File: config.mk
export PLATFORM = sky130hd
export DESIGN_NAME = buzzer_tone_pwm_chirp_generator
export DESIGN_NICKNAME = d
export VERILOG_FILES = /design/src/design/btpc_pkg.sv /design/src/design/buzzer_tone_pwm_chirp_generator.sv /design/src/design/btpc_mul.sv /design/src/design/btpc_div.sv
export SDC_FILE = /design/constraint.sdc
export NUM_CORES = 1
export LEC_CHECK = 0
export BUFFER_PORTS_ARGS = -buffer_cell sky130_fd_sc_hd__buf_2
export CORE_AREA = 2 2 219 221
export DETAILED_ROUTE_END_ITERATION = 12
export DIE_AREA = 0 0 221 223
export PLACE_DENSITY = 0.85
export SLEW_MARGIN = 0
export SYNTH_ARGS = -nofsm -noshare
export SYNTH_HDL_FRONTEND = slang
export SYNTH_SLANG_ARGS = --single-unit
export TNS_END_PERCENT = 5
File: constraint.sdc
create_clock -name aclk -period 15 [get_ports aclk]
set_input_delay 3 -clock aclk [delete_from_list [all_inputs] [get_ports aclk]]
set_output_delay 3 -clock aclk [all_outputs]
set_load 0.02 [all_outputs]
File: src/design/btpc_pkg.sv
// ----------------------------------------------------------------------------
// Buzzer tone generator package
// Widths, constants and small helper functions shared by the tone generator
// and its serial arithmetic units.
// ----------------------------------------------------------------------------
package btpc_pkg;

    localparam int FREQ_W    = 15;
    localparam int VOL_W     = 7;
    localparam int DUR_W     = 19;
    localparam int ELAPSED_W = 29;
    localparam int SEG_W     = 16;
    localparam int TOGGLE_W  = 24;
    localparam int CFG_IDX_W = 8;
    localparam int CFG_DAT_W = 19;

    localparam int MUL_A_W = ELAPSED_W;
    localparam int MUL_B_W = FREQ_W;
    localparam int NUM_W   = MUL_A_W + MUL_B_W;
    localparam int DEN_W   = ELAPSED_W;
    localparam int QUO_W   = SEG_W;

    localparam int TICKS_PER_SECOND = 1000000;
    localparam int MS_TICKS         = 1000;
    localparam int FREQ_LO          = 20;
    localparam int FREQ_HI          = 20000;
    localparam int VOL_FULL         = 100;

    typedef logic [FREQ_W-1:0]    freq_t;
    typedef logic [VOL_W-1:0]     vol_t;
    typedef logic [DUR_W-1:0]     dur_t;
    typedef logic [ELAPSED_W-1:0] elapsed_t;
    typedef logic [SEG_W-1:0]     seg_t;
    typedef logic [TOGGLE_W-1:0]  toggle_t;
    typedef logic [CFG_IDX_W-1:0] cfg_idx_t;
    typedef logic [CFG_DAT_W-1:0] cfg_data_t;
    typedef logic [NUM_W-1:0]     num_t;
    typedef logic [DEN_W-1:0]     den_t;
    typedef logic [QUO_W-1:0]     quo_t;

    localparam toggle_t TOGGLE_SAT = '1;

    localparam cfg_idx_t REG_TONE_FREQ      = 8'd0;
    localparam cfg_idx_t REG_CHIRP_END_FREQ = 8'd1;
    localparam cfg_idx_t REG_VOLUME         = 8'd2;
    localparam cfg_idx_t REG_DURATION_MS    = 8'd3;

    // Limits a signed frequency to the audible range.
    function automatic freq_t clamp_freq(input logic signed [17:0] f);
        freq_t r;
        if (f < $signed(18'(FREQ_LO))) begin
            r = FREQ_W'(FREQ_LO);
        end else if (f > $signed(18'(FREQ_HI))) begin
            r = FREQ_W'(FREQ_HI);
        end else begin
            r = f[FREQ_W-1:0];
        end
        return r;
    endfunction

    function automatic toggle_t sat_inc(input toggle_t t);
        toggle_t r;
        if (t == TOGGLE_SAT) begin
            r = t;
        end else begin
            r = t + toggle_t'(1);
        end
        return r;
    endfunction

endpackage

File: src/design/buzzer_tone_pwm_chirp_generator.sv
// ----------------------------------------------------------------------------
// Buzzer tone, PWM and chirp generator
// Each input transfer is one tick; each tick returns one result transfer with
// the pin level, busy and finished flags and the saturating toggle count.
// ----------------------------------------------------------------------------
// One item is handled at a time. A tick that stays inside a segment passes
// the evaluate and put states into the result register. A tick that begins
// a new segment with a tone also runs the bit-serial units: a square wave a
// divide, PWM a divide, a multiply and a divide, and a chirp step a multiply
// and two divides; silence runs neither. All share one divider and one
// multiplier. The next item is accepted while the previous result waits in
// the output register. Configuration writes are always taken, with no wait.
module buzzer_tone_pwm_chirp_generator (
    input  logic                aclk,
    input  logic                aresetn,
    input  logic                s_valid,
    output logic                s_ready,
    input  logic                s_start_req,
    input  logic                s_abort,
    output logic                m_valid,
    input  logic                m_ready,
    output logic                m_buzzer_level,
    output logic                m_busy_res,
    output logic                m_finished,
    output btpc_pkg::toggle_t   m_toggle_count,
    input  logic                cfg_valid,
    output logic                cfg_ready,
    input  btpc_pkg::cfg_idx_t  cfg_index,
    input  btpc_pkg::cfg_data_t cfg_data
);
    import btpc_pkg::*;

    localparam logic [2:0] S_IDLE = 3'd0;
    localparam logic [2:0] S_EVAL = 3'd1;
    localparam logic [2:0] S_SEG  = 3'd2;
    localparam logic [2:0] S_MUL  = 3'd3;
    localparam logic [2:0] S_DIV  = 3'd4;
    localparam logic [2:0] S_PUT  = 3'd5;

    localparam logic [1:0] JOB_SWEEP  = 2'd0;
    localparam logic [1:0] JOB_PERIOD = 2'd1;
    localparam logic [1:0] JOB_DUTY   = 2'd2;

    freq_t tone_freq_reg;
    freq_t chirp_end_freq_reg;
    vol_t  volume_reg;
    dur_t  duration_ms_reg;

    logic [2:0] state_reg, state_next;
    logic [1:0] job_reg, job_next;
    logic       start_req_reg, start_req_next;
    logic       abort_reg, abort_next;
    logic       fin_reg, fin_next;
    elapsed_t   elapsed_reg, elapsed_next;
    seg_t       phase_reg, phase_next;
    seg_t       seg_len_reg, seg_len_next;
    seg_t       period_reg, period_next;
    logic       pin_reg, pin_next;
    logic       running_reg, running_next;
    toggle_t    toggles_reg, toggles_next;

    logic    m_valid_reg, m_valid_next;
    logic    out_level_reg, out_level_next;
    logic    out_busy_reg, out_busy_next;
    logic    out_fin_reg, out_fin_next;
    toggle_t out_toggles_reg, out_toggles_next;

    elapsed_t total_ticks;
    elapsed_t elapsed_inc;
    seg_t     phase_inc;
    freq_t    fs;
    logic     sweep_down;
    freq_t    mag;
    freq_t    fc;

    logic               mul_start;
    logic [MUL_A_W-1:0] mul_a;
    logic [MUL_B_W-1:0] mul_b;
    logic               mul_done;
    num_t               mul_prod;
    logic               div_start;
    num_t               div_num;
    den_t               div_den;
    logic               div_done;
    quo_t               div_quo;

    btpc_mul u_mul (
        .aclk    (aclk),
        .aresetn (aresetn),
        .start   (mul_start),
        .a       (mul_a),
        .b       (mul_b),
        .done    (mul_done),
        .prod    (mul_prod)
    );

    btpc_div u_div (
        .aclk    (aclk),
        .aresetn (aresetn),
        .start   (div_start),
        .num     (div_num),
        .den     (div_den),
        .done    (div_done),
        .quo     (div_quo)
    );

    assign cfg_ready = 1'b1;

    always_ff @(posedge aclk) begin
        if (!aresetn) begin
            tone_freq_reg      <= '0;
            chirp_end_freq_reg <= '0;
            volume_reg         <= VOL_W'(VOL_FULL);
            duration_ms_reg    <= '0;
        end else if (cfg_valid) begin
            unique case (cfg_index)
                REG_TONE_FREQ:      tone_freq_reg      <= cfg_data[FREQ_W-1:0];
                REG_CHIRP_END_FREQ: chirp_end_freq_reg <= cfg_data[FREQ_W-1:0];
                REG_VOLUME:         volume_reg         <= cfg_data[VOL_W-1:0];
                REG_DURATION_MS:    duration_ms_reg    <= cfg_data[DUR_W-1:0];
                default: ;
            endcase
        end
    end

    assign total_ticks = ELAPSED_W'(duration_ms_reg) * ELAPSED_W'(MS_TICKS);
    assign elapsed_inc = elapsed_reg + elapsed_t'(1);
    assign phase_inc   = phase_reg + seg_t'(1);
    assign fs          = clamp_freq($signed({3'b000, tone_freq_reg}));
    assign sweep_down  = (chirp_end_freq_reg < fs);
    assign mag         = sweep_down ? (fs - chirp_end_freq_reg) : (chirp_end_freq_reg - fs);
    assign fc          = sweep_down
                       ? clamp_freq($signed({3'b000, fs}) - $signed({2'b00, div_quo}))
                       : clamp_freq($signed({3'b000, fs}) + $signed({2'b00, div_quo}));

    assign s_ready = (state_reg == S_IDLE);

    always_comb begin
        state_next       = state_reg;
        job_next         = job_reg;
        start_req_next   = start_req_reg;
        abort_next       = abort_reg;
        fin_next         = fin_reg;
        elapsed_next     = elapsed_reg;
        phase_next       = phase_reg;
        seg_len_next     = seg_len_reg;
        period_next      = period_reg;
        pin_next         = pin_reg;
        running_next     = running_reg;
        toggles_next     = toggles_reg;
        m_valid_next     = m_valid_reg && !m_ready;
        out_level_next   = out_level_reg;
        out_busy_next    = out_busy_reg;
        out_fin_next     = out_fin_reg;
        out_toggles_next = out_toggles_reg;
        mul_start        = 1'b0;
        mul_a            = '0;
        mul_b            = '0;
        div_start        = 1'b0;
        div_num          = '0;
        div_den          = '0;

        unique case (state_reg)
            S_IDLE: begin
                if (s_valid) begin
                    start_req_next = s_start_req;
                    abort_next     = s_abort;
                    state_next     = S_EVAL;
                end
            end
            S_EVAL: begin
                fin_next   = 1'b0;
                state_next = S_PUT;
                if (abort_reg) begin
                    if (running_reg) begin
                        running_next = 1'b0;
                        pin_next     = 1'b0;
                        phase_next   = '0;
                        seg_len_next = '0;
                        fin_next     = 1'b1;
                    end
                end else if (start_req_reg) begin
                    elapsed_next = '0;
                    toggles_next = '0;
                    pin_next     = 1'b0;
                    running_next = 1'b1;
                    if (total_ticks == '0) begin
                        running_next = 1'b0;
                        phase_next   = '0;
                        seg_len_next = '0;
                        fin_next     = 1'b1;
                    end else begin
                        state_next = S_SEG;
                    end
                end else if (running_reg) begin
                    elapsed_next = elapsed_inc;
                    if (elapsed_inc >= total_ticks) begin
                        running_next = 1'b0;
                        pin_next     = 1'b0;
                        phase_next   = '0;
                        seg_len_next = '0;
                        fin_next     = 1'b1;
                    end else begin
                        phase_next = phase_inc;
                        if (phase_inc >= seg_len_reg) begin
                            state_next = S_SEG;
                        end
                    end
                end
            end
            S_SEG: begin
                phase_next = '0;
                if (tone_freq_reg == '0) begin
                    if (pin_reg) begin
                        pin_next     = 1'b0;
                        toggles_next = sat_inc(toggles_reg);
                    end
                    seg_len_next = '0;
                    state_next   = S_PUT;
                end else if (chirp_end_freq_reg != '0) begin
                    mul_start  = 1'b1;
                    mul_a      = elapsed_reg;
                    mul_b      = mag;
                    job_next   = JOB_SWEEP;
                    state_next = S_MUL;
                end else begin
                    div_start  = 1'b1;
                    div_num    = NUM_W'(TICKS_PER_SECOND);
                    div_den    = DEN_W'(fs);
                    job_next   = JOB_PERIOD;
                    state_next = S_DIV;
                end
            end
            S_MUL: begin
                if (mul_done) begin
                    div_start  = 1'b1;
                    div_num    = mul_prod;
                    div_den    = (job_reg == JOB_SWEEP) ? total_ticks : DEN_W'(VOL_FULL);
                    state_next = S_DIV;
                end
            end
            S_DIV: begin
                if (div_done) begin
                    case (job_reg)
                        JOB_SWEEP: begin
                            div_start = 1'b1;
                            div_num   = NUM_W'(TICKS_PER_SECOND);
                            div_den   = DEN_W'(fc);
                            job_next  = JOB_PERIOD;
                        end
                        JOB_PERIOD: begin
                            if (chirp_end_freq_reg == '0 && volume_reg < VOL_W'(VOL_FULL)) begin
                                period_next = div_quo;
                                mul_start   = 1'b1;
                                mul_a       = MUL_A_W'(div_quo);
                                mul_b       = MUL_B_W'(volume_reg);
                                job_next    = JOB_DUTY;
                                state_next  = S_MUL;
                            end else begin
                                pin_next     = !pin_reg;
                                toggles_next = sat_inc(toggles_reg);
                                seg_len_next = {1'b0, div_quo[QUO_W-1:1]};
                                state_next   = S_PUT;
                            end
                        end
                        JOB_DUTY: begin
                            if (pin_reg) begin
                                pin_next     = 1'b0;
                                toggles_next = sat_inc(toggles_reg);
                                seg_len_next = period_reg - div_quo;
                            end else if (div_quo != '0) begin
                                pin_next     = 1'b1;
                                toggles_next = sat_inc(toggles_reg);
                                seg_len_next = div_quo;
                            end else begin
                                seg_len_next = period_reg;
                            end
                            state_next = S_PUT;
                        end
                        default: begin
                            state_next = S_PUT;
                        end
                    endcase
                end
            end
            S_PUT: begin
                if (!m_valid_reg || m_ready) begin
                    m_valid_next     = 1'b1;
                    out_level_next   = pin_reg;
                    out_busy_next    = running_reg;
                    out_fin_next     = fin_reg;
                    out_toggles_next = toggles_reg;
                    state_next       = S_IDLE;
                end
            end
            default: begin
                state_next = S_IDLE;
            end
        endcase
    end

    always_ff @(posedge aclk) begin
        if (!aresetn) begin
            state_reg   <= S_IDLE;
            job_reg     <= JOB_SWEEP;
            elapsed_reg <= '0;
            phase_reg   <= '0;
            seg_len_reg <= '0;
            pin_reg     <= 1'b0;
            running_reg <= 1'b0;
            toggles_reg <= '0;
            m_valid_reg <= 1'b0;
        end else begin
            state_reg   <= state_next;
            job_reg     <= job_next;
            elapsed_reg <= elapsed_next;
            phase_reg   <= phase_next;
            seg_len_reg <= seg_len_next;
            pin_reg     <= pin_next;
            running_reg <= running_next;
            toggles_reg <= toggles_next;
            m_valid_reg <= m_valid_next;
        end
        start_req_reg   <= start_req_next;
        abort_reg       <= abort_next;
        fin_reg         <= fin_next;
        period_reg      <= period_next;
        out_level_reg   <= out_level_next;
        out_busy_reg    <= out_busy_next;
        out_fin_reg     <= out_fin_next;
        out_toggles_reg <= out_toggles_next;
    end

    assign m_valid        = m_valid_reg;
    assign m_buzzer_level = out_level_reg;
    assign m_busy_res     = out_busy_reg;
    assign m_finished     = out_fin_reg;
    assign m_toggle_count = out_toggles_reg;

endmodule

File: src/design/btpc_mul.sv
// ----------------------------------------------------------------------------
// Bit-serial multiplier
// Shift-and-add multiplier that consumes one multiplier bit per cycle, most
// significant bit first, and pulses done when the product is ready.
// ----------------------------------------------------------------------------
module btpc_mul (
    input  logic                                 aclk,
    input  logic                                 aresetn,
    input  logic                                 start,
    input  logic [btpc_pkg::MUL_A_W-1:0]         a,
    input  logic [btpc_pkg::MUL_B_W-1:0]         b,
    output logic                                 done,
    output btpc_pkg::num_t                       prod
);
    import btpc_pkg::*;

    localparam int CNT_W = $clog2(MUL_B_W + 1);

    num_t               acc_reg, acc_next;
    logic [MUL_A_W-1:0] a_reg, a_next;
    logic [MUL_B_W-1:0] b_reg, b_next;
    logic [CNT_W-1:0]   cnt_reg, cnt_next;
    logic               done_reg, done_next;

    always_comb begin
        acc_next  = acc_reg;
        a_next    = a_reg;
        b_next    = b_reg;
        cnt_next  = cnt_reg;
        done_next = 1'b0;
        if (start) begin
            acc_next = '0;
            a_next   = a;
            b_next   = b;
            cnt_next = CNT_W'(MUL_B_W);
        end else if (cnt_reg != '0) begin
            acc_next  = {acc_reg[NUM_W-2:0], 1'b0} + (b_reg[MUL_B_W-1] ? NUM_W'(a_reg) : '0);
            b_next    = {b_reg[MUL_B_W-2:0], 1'b0};
            cnt_next  = cnt_reg - CNT_W'(1);
            done_next = (cnt_reg == CNT_W'(1));
        end
    end

    always_ff @(posedge aclk) begin
        if (!aresetn) begin
            cnt_reg  <= '0;
            done_reg <= 1'b0;
        end else begin
            cnt_reg  <= cnt_next;
            done_reg <= done_next;
        end
        acc_reg <= acc_next;
        a_reg   <= a_next;
        b_reg   <= b_next;
    end

    assign done = done_reg;
    assign prod = acc_reg;

endmodule

File: src/design/btpc_div.sv
// ----------------------------------------------------------------------------
// Bit-serial divider
// Restoring divider producing one quotient bit per cycle. The caller
// guarantees that the quotient fits in the quotient width.
// ----------------------------------------------------------------------------
module btpc_div (
    input  logic           aclk,
    input  logic           aresetn,
    input  logic           start,
    input  btpc_pkg::num_t num,
    input  btpc_pkg::den_t den,
    output logic           done,
    output btpc_pkg::quo_t quo
);
    import btpc_pkg::*;

    localparam int CNT_W = $clog2(QUO_W + 1);

    den_t             rem_reg, rem_next;
    den_t             den_reg, den_next;
    quo_t             quo_reg, quo_next;
    logic [CNT_W-1:0] cnt_reg, cnt_next;
    logic             done_reg, done_next;

    logic [DEN_W:0] trial;
    logic [DEN_W:0] diff;
    logic           ge;

    assign trial = {rem_reg, quo_reg[QUO_W-1]};
    assign diff  = trial - {1'b0, den_reg};
    assign ge    = (trial >= {1'b0, den_reg});

    always_comb begin
        rem_next  = rem_reg;
        den_next  = den_reg;
        quo_next  = quo_reg;
        cnt_next  = cnt_reg;
        done_next = 1'b0;
        if (start) begin
            rem_next = DEN_W'(num[NUM_W-1:QUO_W]);
            quo_next = num[QUO_W-1:0];
            den_next = den;
            cnt_next = CNT_W'(QUO_W);
        end else if (cnt_reg != '0) begin
            rem_next  = ge ? diff[DEN_W-1:0] : trial[DEN_W-1:0];
            quo_next  = {quo_reg[QUO_W-2:0], ge};
            cnt_next  = cnt_reg - CNT_W'(1);
            done_next = (cnt_reg == CNT_W'(1));
        end
    end

    always_ff @(posedge aclk) begin
        if (!aresetn) begin
            cnt_reg  <= '0;
            done_reg <= 1'b0;
        end else begin
            cnt_reg  <= cnt_next;
            done_reg <= done_next;
        end
        rem_reg <= rem_next;
        den_reg <= den_next;
        quo_reg <= quo_next;
    end

    assign done = done_reg;
    assign quo  = quo_reg;

endmodule

==> metrics, run 1 <==
CTS H-tree lvls=2; Combinational Power Share=0.438; Avg Vias per Cell=6.32; Final Cycle Share=0.590; area share of the leading cell type in the synthesized netlist=0.176; sequential fraction of design power=0.328; result of the run=complete, no violations; Synth Warn #=0; area enclosed by the die boundary=between 40,000 and 50,000 um2; final instance area=30,100 um2; peak ir drop on the vdd network=115 uV; Global Route Usage Sum=0.305; critical path data required time=between 15 and 20 ns; net count after synthesis=approximately 3,500; switching power total=1930 uW; RSZ-0062 raised after global routing=no; number of detailed-routing iterations run before antenna repair=6; total power divided by cell area=about 160 nW/um2; Primary FF master, synth=sky130_fd_sc_hd__dfxtp_1; hold slack final=roughly 0.46 ns; kind of critical path=reg2reg; class of the worst hold path=reg2reg; total congestion overflow after global routing=0; clock buffers created by TritonCTS=42; detailed-placement wirelength estimate=about 57 mm; number of remaining DRC errors=0; flip-flop count of the largest register after layout=44; area growth from synthesis to layout=8.17%; final total negative setup slack=0 ns; count of unique library cells instantiated by Yosys=99; y dimension of the die=roughly 220 um; switching part of the total power=0.409; Antenna Nets Post-Route=0; # nets final=approximately 3,500; transition at the pin with the smallest max-transition slack=~1.2 ns; cell area after synthesis=~28,000 um2; Avg Synthesized Cell Area=between 8 and 9 um2; chip width=about 220 um; Layout Skew=0.0306 ns; number of vias in the routed layout=between 20,000 and 25,000; internal power of the cells=around 2800 uW; largest area contributor in the synthesized netlist=sky130_fd_sc_hd__edfxtp_1; headroom to the max-slew limit=0.176; floorplan row count=80; clock-pin slew of the registers on the worst-case setup and hold paths=about 0.060 ns; Root Buffer=sky130_fd_sc_hd__clkbuf_16; Post-DP Area=around 29,000 um2; count of state elements after synthesis=between 300 and 400; commonest non-fill, non-tap cell in the layout=sky130_fd_sc_hd__nor2_1; clock group share of total power=0.234; sequential cell area fraction in the yosys report=0.324; total power draw=approximately 4700 uW; critical path launch point type=register; largest cells by area after synthesis=sky130_fd_sc_hd__edfxtp_1, sky130_fd_sc_hd__dfxtp_1, sky130_fd_sc_hd__ha_1; Worst-Skew Late Latency=0.60 ns; maximum fanout encountered on the critical timing path=16; quantity of hold-fixing buffers added after cts=0; Sink Count=about 370; count of mapped cells out of synthesis=around 3,200; fmax=~110 MHz; number of buffers inserted by post-CTS setup repair=0; count of buffers inserted at the top-level ports=between 60 and 70; gp weighted congestion=between 0.9 and 1; sum of routed wire length over all layers=77.4 mm; static leakage power=between 0.01 and 0.015 uW; largest net degree at the start of global routing=66; clock tree from TritonCTS=done; max cap viols=0; fraction of final layout cells sized beyond drive strength 1=0.0673; starting utilization of the core area=0.590; count of flip-flops with a built-in enable after synthesis=around 160; arrival time at the worst endpoint=9.38 ns; via count of the first global-routing pass=~23,000; share of flip-flops with an asynchronous set or reset after synthesis=0; Period minus WS final=8.85 ns; wire length of the first global-routing pass=approximately 120 mm; number of hold violations in the final report=0; initial detailed-routing violation count=between 2,000 and 3,000; endpoint class of the critical path=register; clk buf depth=3; average wire per standard cell=roughly 20 um; post-cts repair resize count=0; final number of setup-violating endpoints=0; highest-count cells in the layout ignoring fill and taps=sky130_fd_sc_hd__nor2_1, sky130_fd_sc_hd__inv_1, sky130_fd_sc_hd__nand2_1, sky130_fd_sc_hd__ha_1, sky130_fd_sc_hd__a21oi_1; final slew viol count=0; number of primary I/O pins=64; area inside the core boundary=~47,000 um2; antenna violations before repair=1
[layer usage]
layer,wire (um),GRT usage
met5,13,0
met4,4430,0.157
met3,7070,0.0561
met2,34900,0.491
met1,31000,0.392
[through the flow]
step	worst slack (ns)	utilization	cells
6_report	6.15	0.638	3826
3_5_place_dp	6.43	0.606	3746
4_1_cts	6.39	0.638	3824
5_1_grt	5.63	0.638	3824
2_1_floorplan	8.29	-	3173
3_3_place_gp	6.70	0.606	3746
[worst max-delay path, cell delays in order (launching register included)]
cell,delay (ns)
sky130_fd_sc_hd__dfxtp_1,0.42
sky130_fd_sc_hd__inv_1,0.16
sky130_fd_sc_hd__fa_1,0.58
sky130_fd_sc_hd__fa_1,0.45
sky130_fd_sc_hd__fa_1,0.52
sky130_fd_sc_hd__inv_1,0.05
sky130_fd_sc_hd__fa_1,0.46
sky130_fd_sc_hd__ha_1,0.40
sky130_fd_sc_hd__a21o_1,0.25
sky130_fd_sc_hd__nor4_1,0.23
sky130_fd_sc_hd__a22o_1,0.31
sky130_fd_sc_hd__o21ai_0,0.13
sky130_fd_sc_hd__a21oi_1,0.18
sky130_fd_sc_hd__xor2_1,0.38
sky130_fd_sc_hd__ha_1,0.34
sky130_fd_sc_hd__a21oi_1,0.15
sky130_fd_sc_hd__o21ai_0,0.09
sky130_fd_sc_hd__a2111oi_0,0.47
sky130_fd_sc_hd__nor3_1,0.09
sky130_fd_sc_hd__a2111oi_0,0.57
sky130_fd_sc_hd__nand2_1,0.12
sky130_fd_sc_hd__a31oi_1,0.66
sky130_fd_sc_hd__nand2_1,0.19
sky130_fd_sc_hd__nor3_2,0.81
sky130_fd_sc_hd__nor2b_4,0.53
sky130_fd_sc_hd__mux2_2,0.22
[final timing paths]
check | start | endpoint | slack (ns) | cells past startpoint
max | duration_ms_reg[1] | phase_reg[0] | 6.15 | 25
max reg2reg | duration_ms_reg[1] | phase_reg[0] | 6.15 | 25
min reg2reg | seg_len_reg[8] | seg_len_reg[8] | 0.46 | 2
min | seg_len_reg[8] | seg_len_reg[8] | 0.46 | 2
[cells by family (layout without fill, tap and decap cells)]
group / after synthesis / after routing / synth area share
and+or+nand+nor: 999 / 999 / 0.176
muxes: 93 / 93 / 0.0338
adders and majority gates: 311 / 311 / 0.159
AOI/OAI and AO/OA: 832 / 832 / 0.196
DFF: 368 / 368 / 0.324
other: 1 / 3 / 0.000135
xor gates and xnor gates: 179 / 179 / 0.0564
buffers and inverters: 390 / 426 / 0.0545
[cell type report]
| class | count | area [um2] |
|---|---|---|
| antenna | 2 | 5.00 |
| multi-input combinational | 2415 | 17300 |
| clock buffer | 59 | 1270 |
| fill | 3783 | 17100 |
| timing repair buffer | 89 | 513 |
| tap | 615 | 769 |
| sequential | 368 | 9000 |
| clock inverter | 19 | 210 |
| inverter | 259 | 973 |
[cells in the mapped netlist, types with 18 or more instances]
library cell               number
sky130_fd_sc_hd__nor2_1       291
sky130_fd_sc_hd__inv_1        254
sky130_fd_sc_hd__nand2_1      246
sky130_fd_sc_hd__ha_1         239
sky130_fd_sc_hd__a21oi_1      211
sky130_fd_sc_hd__dfxtp_1      205
sky130_fd_sc_hd__o21ai_0      175
sky130_fd_sc_hd__edfxtp_1     163
sky130_fd_sc_hd__clkbuf_1     111
sky130_fd_sc_hd__xnor2_1      111
sky130_fd_sc_hd__nand3_1       90
sky130_fd_sc_hd__mux2i_1       88
sky130_fd_sc_hd__a21o_1        77
sky130_fd_sc_hd__fa_1          72
sky130_fd_sc_hd__xor2_1        68
sky130_fd_sc_hd__nor3_1        59
sky130_fd_sc_hd__and2_1        54
sky130_fd_sc_hd__a211oi_1      52
sky130_fd_sc_hd__o211ai_1      41
sky130_fd_sc_hd__or3_1         41
sky130_fd_sc_hd__nand4_1       36
sky130_fd_sc_hd__a22oi_1       35
sky130_fd_sc_hd__nand2b_1      33
sky130_fd_sc_hd__o31ai_1       31
sky130_fd_sc_hd__and3_1        29
sky130_fd_sc_hd__nor2b_1       27
sky130_fd_sc_hd__o21a_1        24
sky130_fd_sc_hd__a22o_1        23
sky130_fd_sc_hd__nor4_1        21
sky130_fd_sc_hd__a31oi_1       19
sky130_fd_sc_hd__o21bai_1      18
[power groups by stage]
stage	Sequential (uW)	Combinational [uW]	Clock, uW
after detailed placement	1550	2000	0
after CTS	1540	2020	1110
after global routing	1560	2270	1150
after floorplan	1460	1570	0
final	1550	2060	1100
after global placement	1550	1950	0
Power figures use the tool's default switching activity.
==> run 2, diff against run 1 <==
- clock period: 15 -> 9.05 ns (I/O delays scaled with it)
==> run 2 against run 1 <==
Effect of this change: power increased by 66%; hold slack about the same; clock-buffer cell count unchanged; sequential cell count unchanged; final area decreased by 0.55%; largest power group unchanged; sequential share of layout area increased by 0.17 points; non-clock buffer count unchanged; sequential power increased by 66%; routed wire length decreased by 0.49%; largest cell class unchanged; setup slack got worse by 5.3 ns; die area unchanged.
==> metrics, run 2 (synthesized netlist as in run 1, its figures left out) <==
result of the run=complete, no violations; critical path data required time=around 9.6 ns; flip-flop count of the largest register after layout=between 40 and 50; Antenna Nets Post-Route=0; setup ws final=0.869 ns; kind of critical path=reg2reg; RR Startpoint=duration_ms_reg[1]; CTS H-tree lvls=2; fraction of final layout cells sized beyond drive strength 1=0.0643; area enclosed by the die boundary=49,300 um2; Crit Reg-Reg Endpoint=phase_reg[0]; number of vias in the routed layout=around 24,000; antenna violations before repair=5; CP dominant cell by count=sky130_fd_sc_hd__fa_1; largest net degree at the start of global routing=65; headroom to the max-slew limit=0.168; transition at the pin with the smallest max-transition slack=between 1 and 1.5 ns; Layout Skew=between 0.02 and 0.025 ns; arrival time at the worst endpoint=about 8.7 ns; CP top delay family=compound AO/OA/AOI/OAI gates; Period minus WS final=just over 8 ns; total placed cells including tap cells=around 3,700; initial detailed-routing violation count=between 2,000 and 3,000; worst setup timing slack at the placement stage=1.05 ns; starting utilization of the core area=0.590; endpoint class of the critical path=register; RSZ-0062 raised after global routing=no; Buf+Inv Stages, Crit Path=3; Critical Path End=phase_reg[0]; clk buf depth=3; clock buffers created by TritonCTS=40; via count of the first global-routing pass=about 23,000; critical path launch point type=register; total power draw=7820 uW; reg-to-reg slack, setup=between 0.8 and 0.9 ns; post-cts repair resize count=0; gp weighted congestion=between 0.9 and 1; sum of routed wire length over all layers=77.0 mm; Global Route Usage Sum=0.303; total power divided by cell area=around 260 nW/um2; number of non-filler instances in the completed layout=roughly 3,800; # nets final=around 3,500; floorplan row count=80; Root Buffer=sky130_fd_sc_hd__clkbuf_16; highest-count cells in the layout ignoring fill and taps=sky130_fd_sc_hd__nor2_1, sky130_fd_sc_hd__inv_1, sky130_fd_sc_hd__nand2_1, sky130_fd_sc_hd__ha_1, sky130_fd_sc_hd__a21oi_1; clock-pin slew of the registers on the worst-case setup and hold paths=approximately 0.060 ns; quantity of hold-fixing buffers added after cts=0; max cap viols=0; commonest non-fill, non-tap cell in the layout=sky130_fd_sc_hd__nor2_1; Avg Vias per Cell=~6.3; number of remaining DRC errors=0; standard cell with the maximum stage delay on the critical path=sky130_fd_sc_hd__a2111oi_0; Final Cycle Share=0.904; class of the worst hold path=reg2reg; R2R depth=26; chip width=221 um; area growth from synthesis to layout=7.57%; area inside the core boundary=approximately 47,000 um2; max incr delay on CP=approximately 0.63 ns; y dimension of the die=about 220 um; path length in cells of the critical path=26; number of buffers inserted by post-CTS setup repair=0; Sink Count=~370; average wire per standard cell=approximately 20 um; Worst-Skew Late Latency=about 0.58 ns; number of detailed-routing iterations run before antenna repair=6; final total negative setup slack=0 ns; total congestion overflow after global routing=0; fmax=between 100 and 150 MHz; peak ir drop on the vdd network=~180 uV; wire length of the first global-routing pass=about 120 mm; Critical Path Source=duration_ms_reg[1]; maximum fanout encountered on the critical timing path=16; final slew viol count=0; number of primary I/O pins=64; clock tree from TritonCTS=done; final number of setup-violating endpoints=0; number of hold violations in the final report=0; detailed-placement wirelength estimate=between 50 and 60 mm; count of buffers inserted at the top-level ports=62; static leakage power=0.0127 uW
-- run 2: changes by cell type in the layout (fill, tap and decap cells not counted), sizes merged --
cell / delta
clkinv: -4
diode: -1
inv: -1
-- run 2: where the power goes --
part | internal (uW) | switching [uW]
clock network | 976 | 694
logic | 1430 | 2150
registers | 2190 | 382
-- run 2: cell type report --
cell class	count	area [um2]
inverter	259	973
clock inverter	14	164
timing repair buffer	89	513
clock buffer	59	1150
antenna	1	2.50
sequential	368	9000
multi-input combinational	2415	17300
tap	615	769
fill	3733	17200
-- run 2: how the worst min path moves through the flow --
stage          cells past startpoint  slack (ns)                  to       startpoint
2_1_floorplan                      0        0.40          m_finished          fin_reg
3_3_place_gp                       2        0.44      u_mul.prod[43]   u_mul.prod[43]
3_5_place_dp                       2        0.45      u_mul.prod[43]   u_mul.prod[43]
4_1_cts                            2        0.46      u_mul.prod[43]   u_mul.prod[43]
5_1_grt                            0        0.48  m_toggle_count[18]  toggles_reg[18]
6_report                           0        0.46  m_toggle_count[18]  toggles_reg[18]
-- run 2: metal layers --
metal,track usage,part of all wire,vias up
li1,-,-,11400
met3,0.0522,0.086,235
met5,0,0.0011,-
met1,0.394,0.40,11500
met2,0.491,0.46,1139
met4,0.147,0.051,8
-- run 2: through the flow --
| step | hold slack [ns] | utilization | cell area, um2 |
|---|---|---|---|
| 3_5_place_dp | 0.447 | 0.606 | 28600 |
| 2_1_floorplan | 0.400 | - | 27800 |
| 4_1_cts | 0.461 | 0.634 | 29900 |
| 3_3_place_gp | 0.440 | 0.606 | 28600 |
| 6_report | 0.461 | 0.634 | 29900 |
| 5_1_grt | 0.479 | 0.634 | 29900 |
